`src/design/swsd_pkg.sv`:
```
`default_nettype none

package swsd_pkg;

  // Stack geometry.
  localparam int DEPTH = 64;
  localparam int AW    = $clog2(DEPTH);
  localparam int CW    = $clog2(DEPTH + 1);
  localparam int VW    = 30;

  // Request kinds.
  localparam logic [1:0] KIND_PUSH  = 2'd0;
  localparam logic [1:0] KIND_POP   = 2'd1;
  localparam logic [1:0] KIND_PEEK  = 2'd2;
  localparam logic [1:0] KIND_DRAIN = 2'd3;

  // Result status codes.
  localparam logic [1:0] ST_DATA  = 2'd0;
  localparam logic [1:0] ST_EMPTY = 2'd1;
  localparam logic [1:0] ST_OVER  = 2'd2;

  // Commands from the controller to the datapath.
  typedef struct packed {
    logic       cap;         // capture the accepted request
    logic       push;        // write the value on top
    logic       pop;         // drop the top entry
    logic       rd_top;      // read the top entry
    logic       drain_init;  // clear the last emitted key and the drain cursor
    logic       scan_init;   // restart a minimum search
    logic       scan_rd;     // read the next entry of the search
    logic       emit_top;    // load the top entry into the result register
    logic       emit_sort;   // load the current minimum into the result register
    logic       emit_code;   // load a status-only result
    logic [1:0] code;        // status for emit_code
  } swsd_cmd_t;

  // Status from the datapath to the controller.
  typedef struct packed {
    logic [1:0] kind;
    logic       full;
    logic       empty;
    logic       scan_last;
    logic       sort_last;
    logic       out_free;
  } swsd_sts_t;

endpackage

`default_nettype wire

```
`src/design/swsd_if.sv`:
```
`default_nettype none

// Request channel: one stack operation.
interface swsd_in_if;
  logic                    valid;
  logic                    ready;
  logic [1:0]              kind;
  logic [swsd_pkg::VW-1:0] value;

  modport source (output valid, output kind, output value, input ready);
  modport sink   (input valid, input kind, input value, output ready);
endinterface

// Result channel: one answer.
interface swsd_out_if;
  logic                    valid;
  logic                    ready;
  logic [swsd_pkg::VW-1:0] value_res;
  logic [1:0]              status;
  logic                    last;

  modport source (output valid, output value_res, output status, output last, input ready);
  modport sink   (input valid, input value_res, input status, input last, output ready);
endinterface

`default_nettype wire

```
`src/design/stack_with_sorted_drain.sv`:
```
// Push and pop are carried out in S_EXEC; a peek reads the top entry in S_EXEC and loads it
// into the result register in S_PEEK. A drain of n entries runs n minimum searches over the
// stack memory, one read per cycle through the registered port.
// One request is worked at a time; the result register frees the request side once loaded.
// Reset (rst, synchronous, active high) empties the stack and clears the result valid flag.
`default_nettype none

module stack_with_sorted_drain (
  input wire logic clk,
  input wire logic rst,
  swsd_in_if.sink  item,
  swsd_out_if.source result
);

  swsd_pkg::swsd_cmd_t cmd;
  swsd_pkg::swsd_sts_t sts;

  // Sequencer.
  swsd_ctrl u_ctrl (
    .clk      (clk),
    .rst      (rst),
    .in_valid (item.valid),
    .in_ready (item.ready),
    .sts      (sts),
    .cmd      (cmd)
  );

  // Storage, search and result register.
  swsd_dp u_dp (
    .clk        (clk),
    .rst        (rst),
    .in_kind    (item.kind),
    .in_value   (item.value),
    .out_ready  (result.ready),
    .out_valid  (result.valid),
    .out_value  (result.value_res),
    .out_status (result.status),
    .out_last   (result.last),
    .cmd        (cmd),
    .sts        (sts)
  );

endmodule

`default_nettype wire

```
`src/design/swsd_ctrl.sv`:
```
`default_nettype none

module swsd_ctrl (
  input  wire logic                clk,
  input  wire logic                rst,
  input  wire logic                in_valid,
  output logic                     in_ready,
  input  wire swsd_pkg::swsd_sts_t sts,
  output swsd_pkg::swsd_cmd_t      cmd
);

  localparam logic [2:0] S_IDLE     = 3'd0;
  localparam logic [2:0] S_EXEC     = 3'd1;
  localparam logic [2:0] S_PEEK     = 3'd2;
  localparam logic [2:0] S_SCAN     = 3'd3;
  localparam logic [2:0] S_SCAN_END = 3'd4;
  localparam logic [2:0] S_EMIT     = 3'd5;

  logic [2:0] state;
  logic [2:0] state_next;

  assign in_ready = (state == S_IDLE);

  // Next state and commands.
  always_comb begin
    state_next = state;
    cmd        = '0;
    cmd.code   = swsd_pkg::ST_EMPTY;
    unique case (state)
      S_IDLE: begin
        if (in_valid) begin
          cmd.cap    = 1'b1;
          state_next = S_EXEC;
        end
      end
      S_EXEC: begin
        unique case (sts.kind)
          swsd_pkg::KIND_PUSH: begin
            if (!sts.full) begin
              cmd.push   = 1'b1;
              state_next = S_IDLE;
            end else if (sts.out_free) begin
              cmd.emit_code = 1'b1;
              cmd.code      = swsd_pkg::ST_OVER;
              state_next    = S_IDLE;
            end
          end
          swsd_pkg::KIND_POP: begin
            if (!sts.empty) begin
              cmd.pop    = 1'b1;
              state_next = S_IDLE;
            end else if (sts.out_free) begin
              cmd.emit_code = 1'b1;
              state_next    = S_IDLE;
            end
          end
          swsd_pkg::KIND_PEEK: begin
            if (!sts.empty) begin
              cmd.rd_top = 1'b1;
              state_next = S_PEEK;
            end else if (sts.out_free) begin
              cmd.emit_code = 1'b1;
              state_next    = S_IDLE;
            end
          end
          default: begin
            if (!sts.empty) begin
              cmd.drain_init = 1'b1;
              cmd.scan_init  = 1'b1;
              state_next     = S_SCAN;
            end else if (sts.out_free) begin
              cmd.emit_code = 1'b1;
              state_next    = S_IDLE;
            end
          end
        endcase
      end
      S_PEEK: begin
        if (sts.out_free) begin
          cmd.emit_top = 1'b1;
          state_next   = S_IDLE;
        end
      end
      S_SCAN: begin
        cmd.scan_rd = 1'b1;
        if (sts.scan_last) begin
          state_next = S_SCAN_END;
        end
      end
      S_SCAN_END: begin
        state_next = S_EMIT;
      end
      S_EMIT: begin
        if (sts.out_free) begin
          cmd.emit_sort = 1'b1;
          if (sts.sort_last) begin
            state_next = S_IDLE;
          end else begin
            cmd.scan_init = 1'b1;
            state_next    = S_SCAN;
          end
        end
      end
      default: begin
        state_next = S_IDLE;
      end
    endcase
  end

  // State register.
  always_ff @(posedge clk) begin
    if (rst) begin
      state <= S_IDLE;
    end else begin
      state <= state_next;
    end
  end

endmodule

`default_nettype wire

```
`src/design/swsd_dp.sv`:
```
`default_nettype none

module swsd_dp (
  input  wire logic                          clk,
  input  wire logic                          rst,
  input  wire logic [1:0]                    in_kind,
  input  wire logic [swsd_pkg::VW-1:0]       in_value,
  input  wire logic                          out_ready,
  output logic                               out_valid,
  output logic [swsd_pkg::VW-1:0]            out_value,
  output logic [1:0]                         out_status,
  output logic                               out_last,
  input  wire swsd_pkg::swsd_cmd_t           cmd,
  output swsd_pkg::swsd_sts_t                sts
);

  // Stack storage, read through a registered port.
  logic [swsd_pkg::VW-1:0] mem [swsd_pkg::DEPTH];
  logic [swsd_pkg::VW-1:0] rd_data;
  logic [swsd_pkg::AW-1:0] rd_addr;

  // Captured request.
  logic [1:0]              kind;
  logic [swsd_pkg::VW-1:0] value;

  logic [swsd_pkg::CW-1:0] fill;
  logic [swsd_pkg::CW-1:0] fill_dec;
  logic [swsd_pkg::AW-1:0] top_idx;

  // Minimum search. Each search looks for the smallest (value, index) key
  // above the key emitted last, so equal values come out side by side.
  logic [swsd_pkg::AW-1:0]    scan_idx;
  logic                       cmp_vld;
  logic [swsd_pkg::AW-1:0]    cmp_idx;
  logic                       prev_vld;
  logic [swsd_pkg::VW-1:0]    prev_val;
  logic [swsd_pkg::AW-1:0]    prev_idx;
  logic                       above_prev;
  logic                       best_vld;
  logic [swsd_pkg::VW-1:0]    best_val;
  logic [swsd_pkg::AW-1:0]    best_idx;
  logic [swsd_pkg::CW-1:0]    cursor;
  logic [swsd_pkg::CW-1:0]    cursor_inc;
  logic                       sort_last;
  logic                       take_new;
  logic                       out_load;

  assign fill_dec   = fill - swsd_pkg::CW'(1);
  assign top_idx    = fill_dec[swsd_pkg::AW-1:0];
  assign cursor_inc = cursor + swsd_pkg::CW'(1);
  assign sort_last  = (cursor_inc == fill);
  assign rd_addr    = cmd.scan_rd ? scan_idx : top_idx;
  assign above_prev = !prev_vld || ({rd_data, cmp_idx} > {prev_val, prev_idx});
  assign take_new   = cmp_vld && above_prev && (!best_vld || rd_data < best_val);
  assign out_load   = cmd.emit_top || cmd.emit_sort || cmd.emit_code;

  always_comb begin
    sts.kind      = kind;
    sts.full      = (fill == swsd_pkg::CW'(swsd_pkg::DEPTH));
    sts.empty     = (fill == '0);
    sts.scan_last = ({1'b0, scan_idx} == fill_dec);
    sts.sort_last = sort_last;
    sts.out_free  = !out_valid || out_ready;
  end

  // Request capture.
  always_ff @(posedge clk) begin
    if (cmd.cap) begin
      kind  <= in_kind;
      value <= in_value;
    end
  end

  // Memory write and registered read.
  always_ff @(posedge clk) begin
    if (cmd.push) begin
      mem[fill[swsd_pkg::AW-1:0]] <= value;
    end
    if (cmd.rd_top || cmd.scan_rd) begin
      rd_data <= mem[rd_addr];
    end
  end

  // Fill count and drain cursor.
  always_ff @(posedge clk) begin
    if (rst) begin
      fill   <= '0;
      cursor <= '0;
    end else begin
      if (cmd.push) begin
        fill <= fill + swsd_pkg::CW'(1);
      end else if (cmd.pop) begin
        fill <= fill_dec;
      end
      if (cmd.drain_init) begin
        cursor <= '0;
      end else if (cmd.emit_sort) begin
        if (sort_last) begin
          cursor <= '0;
          fill   <= '0;
        end else begin
          cursor <= cursor_inc;
        end
      end
    end
  end

  // Search scan: address counter, compare stage and last emitted key.
  always_ff @(posedge clk) begin
    if (rst) begin
      cmp_vld  <= 1'b0;
      best_vld <= 1'b0;
      prev_vld <= 1'b0;
    end else begin
      cmp_vld <= cmd.scan_rd;
      if (cmd.scan_init) begin
        best_vld <= 1'b0;
      end else if (take_new) begin
        best_vld <= 1'b1;
      end
      if (cmd.drain_init) begin
        prev_vld <= 1'b0;
      end else if (cmd.emit_sort) begin
        prev_vld <= 1'b1;
      end
    end
  end

  always_ff @(posedge clk) begin
    cmp_idx <= scan_idx;
    if (cmd.scan_init) begin
      scan_idx <= '0;
    end else if (cmd.scan_rd) begin
      scan_idx <= scan_idx + swsd_pkg::AW'(1);
    end
    if (take_new) begin
      best_val <= rd_data;
      best_idx <= cmp_idx;
    end
    if (cmd.emit_sort) begin
      prev_val <= best_val;
      prev_idx <= best_idx;
    end
  end

  // Result register.
  always_ff @(posedge clk) begin
    if (rst) begin
      out_valid <= 1'b0;
    end else if (out_load) begin
      out_valid <= 1'b1;
    end else if (out_ready) begin
      out_valid <= 1'b0;
    end
  end

  always_ff @(posedge clk) begin
    if (cmd.emit_top) begin
      out_value  <= rd_data;
      out_status <= swsd_pkg::ST_DATA;
      out_last   <= 1'b1;
    end else if (cmd.emit_sort) begin
      out_value  <= best_val;
      out_status <= swsd_pkg::ST_DATA;
      out_last   <= sort_last;
    end else if (cmd.emit_code) begin
      out_value  <= '0;
      out_status <= cmd.code;
      out_last   <= 1'b1;
    end
  end

endmodule

`default_nettype wire

```
`src/flat_wrapper.sv`:
```
// flat-port wrapper written by rule: the top's interface ports become plain ports
module stack_with_sorted_drain_flat 
  (clk, rst, item_valid, item_kind, item_value, item_ready, result_valid, result_value_res, result_status, result_last, result_ready);
  swsd_in_if item_i ();
  swsd_out_if result_i ();
  input wire logic clk;
  input wire logic rst;
  input wire logic [$bits(item_i.valid)-1:0] item_valid;
  input wire logic [$bits(item_i.kind)-1:0] item_kind;
  input wire logic [$bits(item_i.value)-1:0] item_value;
  output wire logic [$bits(item_i.ready)-1:0] item_ready;
  output wire logic [$bits(result_i.valid)-1:0] result_valid;
  output wire logic [$bits(result_i.value_res)-1:0] result_value_res;
  output wire logic [$bits(result_i.status)-1:0] result_status;
  output wire logic [$bits(result_i.last)-1:0] result_last;
  input wire logic [$bits(result_i.ready)-1:0] result_ready;
  assign item_i.valid = item_valid;
  assign item_i.kind = item_kind;
  assign item_i.value = item_value;
  assign item_ready = item_i.ready;
  assign result_valid = result_i.valid;
  assign result_value_res = result_i.value_res;
  assign result_status = result_i.status;
  assign result_last = result_i.last;
  assign result_i.ready = result_ready;
  stack_with_sorted_drain u_core (.clk(clk), .rst(rst), .item(item_i), .result(result_i));
endmodule
```
`config.mk`:
```
export PLATFORM = sky130hd
export DESIGN_NAME = stack_with_sorted_drain_flat
export DESIGN_NICKNAME = d
export VERILOG_FILES = /design/src/design/swsd_pkg.sv /design/src/design/swsd_if.sv /design/src/design/stack_with_sorted_drain.sv /design/src/design/swsd_ctrl.sv /design/src/design/swsd_dp.sv /design/src/flat_wrapper.sv
export SDC_FILE = /design/constraint.sdc
export NUM_CORES = 2
export LEC_CHECK = 0
export BUFFER_PORTS_ARGS = -buffer_cell sky130_fd_sc_hd__buf_4
export CAP_MARGIN = 0
export CORE_MARGIN = 4
export CORE_UTILIZATION = 30
export CTS_BUF_LIST = sky130_fd_sc_hd__clkbuf_4 sky130_fd_sc_hd__clkbuf_8
export DETAILED_ROUTE_END_ITERATION = 10
export SYNTH_ARGS = -nofsm -noshare
export SYNTH_HDL_FRONTEND = slang
export SYNTH_SLANG_ARGS = --single-unit
```
`constraint.sdc`:
```
create_clock -name clk -period 9 [get_ports clk]
set_input_delay 0.9 -clock clk [delete_from_list [all_inputs] [get_ports clk]]
set_output_delay 0.9 -clock clk [all_outputs]
set_load 0.01 [all_outputs]
```
After elaboration in Yosys (flattened, before gate mapping)
Memories as Yosys holds them, arrays and structs flattened. A register that Yosys moved wholly into a read port is not among the register bits.
Index checks and enable logic that the tools add are counted.
{"block": "totals", "mem_bits_rw": 1920, "mem_bits_ro": 0, "latchBits": 0, "register_bits": 170, "input_bits": 36, "n_memories": 1, "output_inout_bits": 35}
{"memory": "u_core.u_dp.mem", "depth": 64, "width": 30, "read_ports": 1, "rd_ports_with_merged_regs": 1, "write_ports": 1, "line": "swsd_dp.sv:18", "source": "logic [swsd_pkg::VW-1:0] mem [swsd_pkg::DEPTH];"}
{"block": "classes", "eq_ne": 13, "mux": 50, "shift": 0, "magnitude_cmp": 2, "bitwise_logic": 0, "n_div": 0, "add_sub_neg": 4, "mul": 0, "reduce_logical": 22}
{"op": "$mux 30", "n": 3}
{"op": "$mux 7", "n": 6}
{"op": "$gt 36x36->1", "n": 1}
{"op": "$mux 3", "n": 11}
{"op": "$lt 30x30->1", "n": 1}
{"op": "$mux 1", "n": 21}
{"op": "$pmux 3 s6", "n": 1}
{"op": "$add 7x1->7 const B", "n": 2}
{"op": "$pmux 3 s3", "n": 1}
{"op": "$mux 2", "n": 4}
{"op": "$eq 6x7->1", "n": 1}
{"op": "$eq 7x7->1", "n": 1}
{"op": "$eq 7x7->1 const B", "n": 1}
{"op": "$logic_not 7->1", "n": 1}
{"op": "$sub 7x1->7 const B", "n": 1}
{"op": "$add 6x1->6 const B", "n": 1}
{"op": "$eq 3x2->1 const B", "n": 2}
{"op": "$eq 3x3->1 const B", "n": 2}
{"op": "$logic_or 1x1->1", "n": 6}
{"op": "$mux 6", "n": 1}
{"op": "$reduce_or 2->1", "n": 3}
{"op": "$mux 4", "n": 1}
{"op": "$ne 2x1->1 const B", "n": 2}
{"op": "$reduce_bool 2->1", "n": 2}
{"op": "other kinds (12)", "n": 15}

Logic depth before layout (Yosys ltp)
{"block": "logic_depth", "word_depth": 9, "ltp_mapped": 14}

Cells and area by module
Synthesis repeated with hierarchy kept, for this count alone.
{"block": "unflattened", "hier_cells": 4487, "area_unflattened_um2": 83791.6}
{"module": "swsd_dp", "seq_area_each_um2": 63240.7, "n_inst": 1, "cells_per_inst": 4436, "area_each_um2": 83410.0}
{"module": "swsd_ctrl", "seq_area_each_um2": 60.1, "n_inst": 1, "cells_per_inst": 51, "area_each_um2": 381.6}

Least setup slack after synthesis
OpenSTA, ideal clock, no wires.
{"block": "synth_path", "path_type": "register to register", "startpoint": "register u_core.u_dp.rd_data[13] (netlist name) (read register of u_core.u_dp.mem)", "endpoint": "register u_core.u_dp.best_idx[0] (netlist name), enable pin", "period_less_slack_ps": 4599, "arrival_time_ps": 4125, "setup_slack_ps": 4401, "path_stages_with_launch": 8, "t_required_ps": 8526, "n_path_buf": 0, "path_cell_list": "edfxtp_1 > ha_1 > nand4_1 > nor4_1 > a22o_1 > o41a_1 > o211ai_1 > nor3_1"}
{"block": "synth_via", "elab_chain_cells": 4, "elab_cells_between_ends": 6, "cone_classes": "order compare: 2; reduce/logical: 4"}
{"element": "start: declaration", "line": "swsd_dp.sv:19", "source": "logic [swsd_pkg::VW-1:0] rd_data;"}
{"element": "$gt 36x36->1", "line": "swsd_dp.sv:53", "source": "assign above_prev = !prev_vld || ({rd_data, cmp_idx} > {prev_val, prev_idx});"}
{"element": "$logic_or 1x1->1", "line": "swsd_dp.sv:53"}
{"element": "$logic_and 1x1->1", "line": "swsd_dp.sv:54", "source": "assign take_new = cmp_vld && above_prev && (!best_vld || rd_data < best_val);"}
{"element": "$logic_and 1x1->1 *", "line": "swsd_dp.sv:54"}
{"element": "via u_core.u_dp.take_new", "line": "swsd_dp.sv:45", "source": "logic take_new;"}
{"element": "end signal: assignment", "line": "swsd_dp.sv:138", "source": "best_idx <= cmp_idx;"}
{"element": "end: declaration", "line": "swsd_dp.sv:41", "source": "logic [swsd_pkg::AW-1:0] best_idx;"}
The timed path passes the listed nets; every way through them passes the cells marked *.
A chain may end at the register's enable or synchronous reset.

Worst setup path in the final report
{"block": "layout_path", "startpoint": "register u_core.u_dp.fill[0] (netlist name)", "endpoint": "register u_core.u_dp.rd_data[14] (netlist name) (read register of u_core.u_dp.mem), data pin"}
{"block": "layout_via", "elab_chain_cells": 5, "elab_cells_between_ends": 7, "cone_classes": "add/sub: 1; mux: 4; reduce/logical: 2"}
{"element": "start: declaration", "line": "swsd_dp.sv:26", "source": "logic [swsd_pkg::CW-1:0] fill;"}
{"element": "start signal: assignment", "line": "swsd_dp.sv:91", "source": "fill <= fill + swsd_pkg::CW'(1);"}
{"element": "start signal: assignment", "line": "swsd_dp.sv:93", "source": "fill <= fill_dec;"}
{"element": "parallel branches: the longest is 5 deep, another holds $sub 7x1->7"}
Several ways; the timed one is not identified.

==> results.txt <==
DR vias/cell: 5.225
TNS Setup: 0 ps
Crit Path Class: register to register
CP Launch Type: register
Total GRT Usage: 16.57%
Syn avg cell area: 14.29 µm²
EDFF count, synth: 2084
Via Count: 52440
Die width: 536.1 µm
Total Wirelength: 247000 µm
Max Clock Freq: 173.8 MHz
Register Area: 63300 µm²
Post-layout util: 34.61%
Cells on worst reg2reg path: 11
Clock share of power: 38.0%
Fillers: 26490
Skew-Pair Late Insertion Delay: 1040 ps
Largest net degree at the start of global routing: 170
Final min period: 5754 ps
IR drop worst, VDD: 117.3 µV
Cell count after placement: 9406
Max_slew headroom: 13.29%
Max H-tree Level: 5
Status: complete, no violations
Max Root-Sink Buffers: 4
Total power: 20.84 mW
Leakage power: 31.94 nW
Top_reg_cell synth: edfxtp_1
Max stage delay on crit path: 890 ps
Initial Util: 30.20%
RSZ-0062 raised after global routing: false
Root Driver: clkbuf_8
Hold Vio Cnt, Final: 0
Arrival time at the worst endpoint: 6440 ps
CORE AREA: 277000 µm²
# hold bufs at CTS: 30
Final worst path period share: 63.94%
Switching Fraction: 24.92%
GRT overflow: 0
Area of the multi-input gates: 19170 µm²
Die area: 287400 µm²
Count of pins over their slew limit: 0
Crit-path cells: inv_1 -> ha_1 -> xor2_1 -> mux2_2 -> buf_4 -> nor2_4 -> buf_4 -> a32oi_1 -> nand4_1 -> nand4_1 -> or4_1
Setup bufs post-CTS: 0
Async SR Flop Fraction: 0%
Critical Path RT: 9690 ps
Slowest-stage cell, CP: nor2_4
PortBufs: 70
Finish-stage setup viols: 0
Sink Count: 2120
Yosys top cell area share: 74.80%
Final GP Congestion: 0.8561
Num CTS Buffers: 342
Worst setup EP type: register
Top post-synthesis cells by count: 2084 x edfxtp_1, 1385 x nand2_1, 448 x nand3_1
Resized Gates After CTS: 0
Synth Warn #: 0
Reg power frac: 52.8%
Post-Layout Cell Count: 10040
Share of cells above drive strength 1: 13.15%
CTS tree: yes
Syn Inst Count: 5855
Antenna violations before repair: 21
Area leader, netlist: edfxtp_1
DR DRC count: 0
First-pass GRT wire length: 352800 µm
Hold WC Path Type: input port to register
Pwr dens: 217.4 nW/µm²
Logic gate share of total power: 9.2%
Hold path cells: 1
Int Power: 15.64 mW
Number of max-cap violations: 0
Die Y: 536.1 µm
WL/cell: 24.62 µm
Net Count, Synth: 5961
Area after DPL: 89180 µm²
Antenna viol nets, final: 0
# rows: 193
Post-Route Skew: 84.39 ps
DR iter-0 viols: 7405
Post-synthesis sequential area ratio: 75.66%
Cell Area, Synth: 83660 µm²
Clock-pin transition on the worst setup and hold timing paths: 60 ps
I/O pins: 71
Synth unique cells: 74
#FFs+latches synth: 2120
Iteration count of the initial detailed-routing pass: 9
Vias in the first global route: 49640
Most frequent cell after synthesis: edfxtp_1
Layout Nets: 6181
Area delta synth->final: 14.58%
DPL Wire Length: 129400 µm
Max Fanout on Critical Path: 44
P_sw: 5.192 mW
Area contributors post-synth: edfxtp_1 75%, nand2_1 6.2%, mux2i_1 2.8%
Actual slew at the worst max-slew pin: 1297 ps
Final instance area: 95860 µm²
## cells by family after synthesis
kind of cell	share of synthesized area, %
compound gates	5.546
fa+ha+maj	1.047
flops	75.66
buf+inv	2.201
xor+xnor	0.3006
simple gates	12.40
mux	2.839
## state kept, by name (all words and copies together) (netlist names), 2 cells and up
name,flops
u_core.u_dp.best_idx,6
u_core.u_dp.prev_idx,6
u_core.u_dp.out_value,30
u_core.u_dp.fill,7
u_core.u_dp.prev_val,30
u_core.u_dp.cmp_idx,6
u_core.u_dp.value,30
u_core.u_dp.out_status,2
u_core.u_dp.cursor,7
u_core.u_dp.best_val,30
u_core.u_dp.kind,2
u_core.u_ctrl.state,3
u_core.u_dp.mem,1920
u_core.u_dp.scan_idx,6
u_core.u_dp.rd_data,30
## worst max-delay path: cells and delay by family (launching register included)
family	cells	cell delay, ps
multiplexers	1	350
flip-flops	1	810
AND/OR/NAND/NOR	4	2450
adder cells (fa/ha/maj)	1	310
AO/OA/AOI/OAI	1	100
XOR/XNOR	1	230
buffers and inverters	3	1120
## per-layer routing
| layer | track usage (%) | up-vias | routed length (µm) |
|---|---|---|---|
| met5 | 0 | - | 13 |
| met4 | 5.221 | 2 | 7385 |
| met3 | 3.635 | 406 | 25660 |
| met2 | 24.73 | 2842 | 108700 |
| met1 | 23.99 | 26510 | 105300 |
| li1 | - | 22680 | - |
## path summary, 6_finish.rpt
check / start / end / slack [ps]
worst min-delay path: item_kind[1] / u_core.u_dp.kind[1]$_DFFE_PP_ / 100
worst min register to register: u_core.u_dp.best_idx[4]$_DFFE_PP_ / u_core.u_dp.prev_idx[4]$_DFFE_PP_ / 420
worst max register to register: u_core.u_dp.fill[0]$_SDFF_PP0_ / u_core.u_dp.rd_data[14]$_DFFE_PP_ / 3250
worst max-delay path: u_core.u_dp.fill[0]$_SDFF_PP0_ / u_core.u_dp.rd_data[14]$_DFFE_PP_ / 3250
## power groups by stage
stage	clock, mW	combinational [mW]	sequential (mW)
floorplan	0	0.958	11.3
global placement	0	1.86	11.2
detailed placement	0	1.88	11.2
CTS	8.06	1.89	11.0
global route	8.52	2.02	11.0
finish	7.93	1.91	11.0
## cell type report
class / count / area share (%)
clock inverter: 123 / 0.7218
antenna: 18 / 0.04699
multi-input combinational: 3285 / 20.00
sequential: 2120 / 66.04
inverter: 73 / 0.2859
tap: 3705 / 4.836
timing repair buffer: 253 / 2.190
clock buffer: 458 / 5.878
## cells in the final DEF, fill, tap and decap left out, drive strengths merged, types with 10 or more instances in the layout
master          n
inv            76
nand3         448
or4            32
clkinv        110
a31oi         100
nor2          119
clkbuf        458
and3           33
nand4         162
o221ai         29
ha             70
nor2b          73
a311oi         34
nor3           10
a21oi          81
o21ai          80
a21o           18
nand2        1385
buf           223
a221oi         96
dlygate4sd3    30
edfxtp       2084
a32oi         116
and4           29
xnor2          13
mux2i         235
dfxtp          36
diode          18
a32o           32
xor2           13
nor4           10
## stage by stage
step | worst slack, ps | hold slack, ps
global route | 3132 | 23.40
global placement | 3589 | 402.5
detailed placement | 3497 | 404.5
floorplan | 4401 | 329.0
CTS | 3497 | 13.63
finish | 3246 | 104.9
Note: power is estimated with default switching activity, not from simulation.
